==> src/hdl/cfs_mac.sv <==
// one signed 32x32 product a cycle, accumulated while enabled, into split high/low accumulators
module cfs_mac #(
	parameter int FRAC_BITS = 30
) (
	input  logic               clk,
	input  logic               clr,
	input  logic               en,
	input  logic               neg,
	input  logic signed [31:0] a,
	input  logic signed [31:0] b,
	output logic signed [31:0] result
);
	logic signed [63:0] prod_s1;
	logic               neg_s1, en_s1;
	logic signed [63:0] hi_q;
	logic signed [40:0] lo_q;
	logic signed [63:0] p;
	logic signed [63:0] h;
	logic signed [63:0] l;
	logic signed [63:0] r;

	always_ff @(posedge clk) begin
		prod_s1 <= a * b;
		neg_s1  <= neg;
		en_s1   <= en;
	end

	always_comb begin
		p = neg_s1 ? -prod_s1 : prod_s1;
		h = p >>> FRAC_BITS;
		l = p - (h <<< FRAC_BITS);
	end

	always_ff @(posedge clk) begin
		if (clr) begin
			hi_q <= '0;
			lo_q <= '0;
		end else if (en_s1) begin
			hi_q <= hi_q + h;
			lo_q <= lo_q + 41'(l);
		end
	end

	always_comb begin
		r = hi_q + 64'((lo_q + (41'sd1 <<< (FRAC_BITS - 1))) >>> FRAC_BITS);
		if (r > 64'sd2147483647) result = 32'sh7fffffff;
		else if (r < -64'sd2147483648) result = 32'sh80000000;
		else result = r[31:0];
	end
endmodule

==> config.mk <==
export PLATFORM = sky130hd
export DESIGN_NAME = cfs_mac
export DESIGN_NICKNAME = d
export VERILOG_FILES = /design/src/hdl/cfs_mac.sv
export SDC_FILE = /design/constraint.sdc
export NUM_CORES = 2
export LEC_CHECK = 0
export ABC_AREA = 1
export BUFFER_PORTS_ARGS = -buffer_cell sky130_fd_sc_hd__buf_2
export CAP_MARGIN = 20
export CELL_PAD_IN_SITES_DETAIL_PLACEMENT = 1
export CELL_PAD_IN_SITES_GLOBAL_PLACEMENT = 1
export CORE_ASPECT_RATIO = 1.75
export CORE_UTILIZATION = 44
export CTS_CLUSTER_SIZE = 14
export DETAILED_ROUTE_END_ITERATION = 10
export PLACE_DENSITY_LB_ADDON = 0.1
export SLEW_MARGIN = 20
export SYNTH_ARGS = -nofsm -noshare
export SYNTH_HDL_FRONTEND = slang
export SYNTH_SLANG_ARGS = --single-unit
==> constraint.sdc <==
create_clock -name clk -period 8.72 [get_ports clk]
set_input_delay 1.308 -clock clk [delete_from_list [all_inputs] [get_ports clk]]
set_output_delay 1.308 -clock clk [all_outputs]
set_load 0.01 [all_outputs]
==> summary.md <==
| Metric | Value |
|---|---|
| Status | `finished clean` |
| Nature of the critical path endpoint | `flop` |
| Register bit total from synthesis | `171` |
| Minimum clock period | `roughly 8500 ps` |
| CTS Sinks | `171` |
| CP bufs+invs | `8` |
| Period utilization | `between 90% and 100%` |
| Synth top area share | `between 30% and 40%` |
| WHS | `491 ps` |
| Max Cap Violations | `0` |
| Post-synthesis net count | `10000` |
| CORE AREA | `133000 sq um` |
| WL per Instance | `22.3 microns` |
| Routed WL | `around 230000 microns` |
| Top_reg_cell synth | `dfxtp_1` |
| Total track usage | `between 30% and 40%` |
| Post-layout nets | `10100` |
| RSZ-0062 raised after global routing | `false` |
| DR vias | `53900` |
| Initial core utilization | `44.3%` |
| Worst-path clk slew | `around 90 ps` |
| CP top delay family | `adder cells` |
| Post-placement cell count | `10300` |
| Vias in the first global route | `about 62000` |
| Post-synth ARST share | `0%` |
| Fraction of layout cells with a size suffix above 1 | `around 5.3%` |
| WP data arrival | `8930 ps` |
| Critical path's most frequent cell | `fa_1` |
| Fmax | `about 0.12 GHz` |
| Syn-to-layout area delta | `7.73%` |
| 1st-pass router iterations | `5` |
| Worst Skew | `25.3 ps` |
| Crit path launch type | `input port` |
| Finished Layout Cells | `10300` |
| Final hold violations | `0` |
| Crit path max-delay cell type | `o21ai_0` |
| Worst relative slew slack | `between 20% and 30%` |
| Yosys warnings | `0` |
| Commonest cells in the netlist | `inv_1, nand2_1, fa_1` |
| I/O pins | `100` |
| Synth area leaders | `fa_1, inv_1, nand2_1` |
| Die height | `roughly 500 microns` |
| Global-route wire length before repair | `350000 microns` |
| Detailed Route Iter0 Violations | `1959` |
| CP Class | `in -> reg` |
| Post-Synthesis Cell Area | `58900 sq um` |
| Die width | `around 280 microns` |
| H-tree depth | `4` |
| EDFF count, synth | `0` |
| Port Buf Inserts | `99` |
| Clock Tree Buf Depth | `2` |
| Synth area leader | `fa_1` |
| Final slew viol count | `0` |
| Syn_area_per_cell | `6.97 sq um` |
| Top-count cell post-synth | `inv_1` |
| DRC Markers | `0` |
| Die area | `~140000 sq um` |
| CTS root buffer | `clkbuf_16` |
| Crit-path max FO | `12` |
| CTS buffer count | `17` |
| Cells after synthesis | `8458` |
| Worst hold path type | `reg -> reg` |
| Required @ worst endpoint | `roughly 9100 ps` |
| Gpl congestion | `1.02` |
| Detail Placement HPWL | `202000 microns` |
| Via density | `between 5 and 6` |
| Max incr delay on CP | `approximately 630 ps` |
| Sequential fraction of the synthesis area | `about 5.8%` |
| Setup bufs post-CTS | `0` |
| Clk Latency, worst-skew pair | `520 ps` |
| Measured slew at the worst slew-check pin | `1140 ps` |
| Final setup vio count | `0` |
| Num rows | `177` |
| Initial antenna violation count | `11` |
| Routed Antenna Nets | `0` |
| Yosys cell types | `50` |
| Gr ovfl total | `0` |
| CTS tree | `built` |
| Pin count of the biggest net entering global routing | `63` |
-- logic make-up after synthesis --
logic type | share of synthesized area [%]
simple gates | 21.5
flops | 5.81
fa+ha+maj | 45.1
compound gates | 7.12
xor+xnor | 3.43
buf+inv | 17.1
-- stage by stage --
step | util [%] | setup slack [ps] | cell area, sq um | TNS, ps
global placement | 47.3 | -410 | 62800 | -2040
global route | 47.8 | 44.6 | 63500 | 0
finish | 47.8 | 172 | 63500 | 0
CTS | 47.7 | 60.2 | 63400 | 0
detailed placement | 47.3 | -474 | 62800 | -1710
floorplan | - | 523 | 58900 | 0
-- layer usage --
metal / global-route usage [%] / vias to the layer above / share of wire (%)
li1: - / 24900 / -
met1: 31.8 / 27200 / 33
met2: 68.2 / 1092 / 55
met3: 3.65 / 666 / 2.7
met4: 26.7 / 6 / 9.3
met5: 0 / - / 0.016
-- flip-flops by register name, summed over array words and instances (netlist names) --
register,count
en_s1,1
hi_q,64
lo_q,41
neg_s1,1
prod_s1,64
-- layout by cell type, fill, tap and decap left out, types with 13 or more instances in the layout --
cell type / instances
nand4_1: 48
dfxtp_1: 170
xnor2_1: 68
nor3_1: 52
nand2_1: 2174
fa_1: 1084
xor2_1: 159
buf_2: 98
a21oi_1: 339
nor2_2: 22
nor4_1: 30
inv_1: 2417
nand3_1: 192
nor2_1: 586
a21o_1: 25
a31oi_1: 43
o21ai_0: 229
o21bai_1: 23
buf_4: 225
buf_12: 23
clkbuf_16: 17
o211ai_1: 33
o21a_1: 13
ha_1: 391
or2_2: 13
-- layout make-up --
type / instances / area, sq um
Clock inverter: 15 / 225
Fill cell: 17500 / 69400
Inverter: 2428 / 9110
Tap cell: 1700 / 2130
Clock buffer: 17 / 425
Multi-Input combinational cell: 5621 / 45500
Sequential cell: 171 / 3430
Timing Repair Buffer: 348 / 2660
Antenna cell: 6 / 15.0
-- path summary, 6_finish.rpt --
path / from / end / slack, ps / cells past startpoint
max: b[15] / prod_s1[51] / 170 / 27
min reg2reg: lo_q[25] / lo_q[25] / 490 / 2
max reg2reg: prod_s1[0] / hi_q[60] / 2240 / 28
min: lo_q[25] / lo_q[25] / 490 / 2
-- worst reg2reg max path: cells and delay by family (launching register included) --
kind / cells / cell delay, ps
flip-flops: 1 / 350
buffers and inverters: 5 / 580
AO/OA/AOI/OAI: 8 / 2620
XOR/XNOR: 1 / 210
adder cells (fa/ha/maj): 3 / 920
AND/OR/NAND/NOR: 11 / 1740
-- timing repair --
item | in CTS | in global routing
gates resized for setup | 0 | 3
hold buffers | 0 | 0
endpoints found under the hold margin | 0 | 0
setup endpoints to repair | 0 | 3
Power is not shown: default switching activity piles up to over one toggle a cycle in this logic, so the estimate is an artifact.
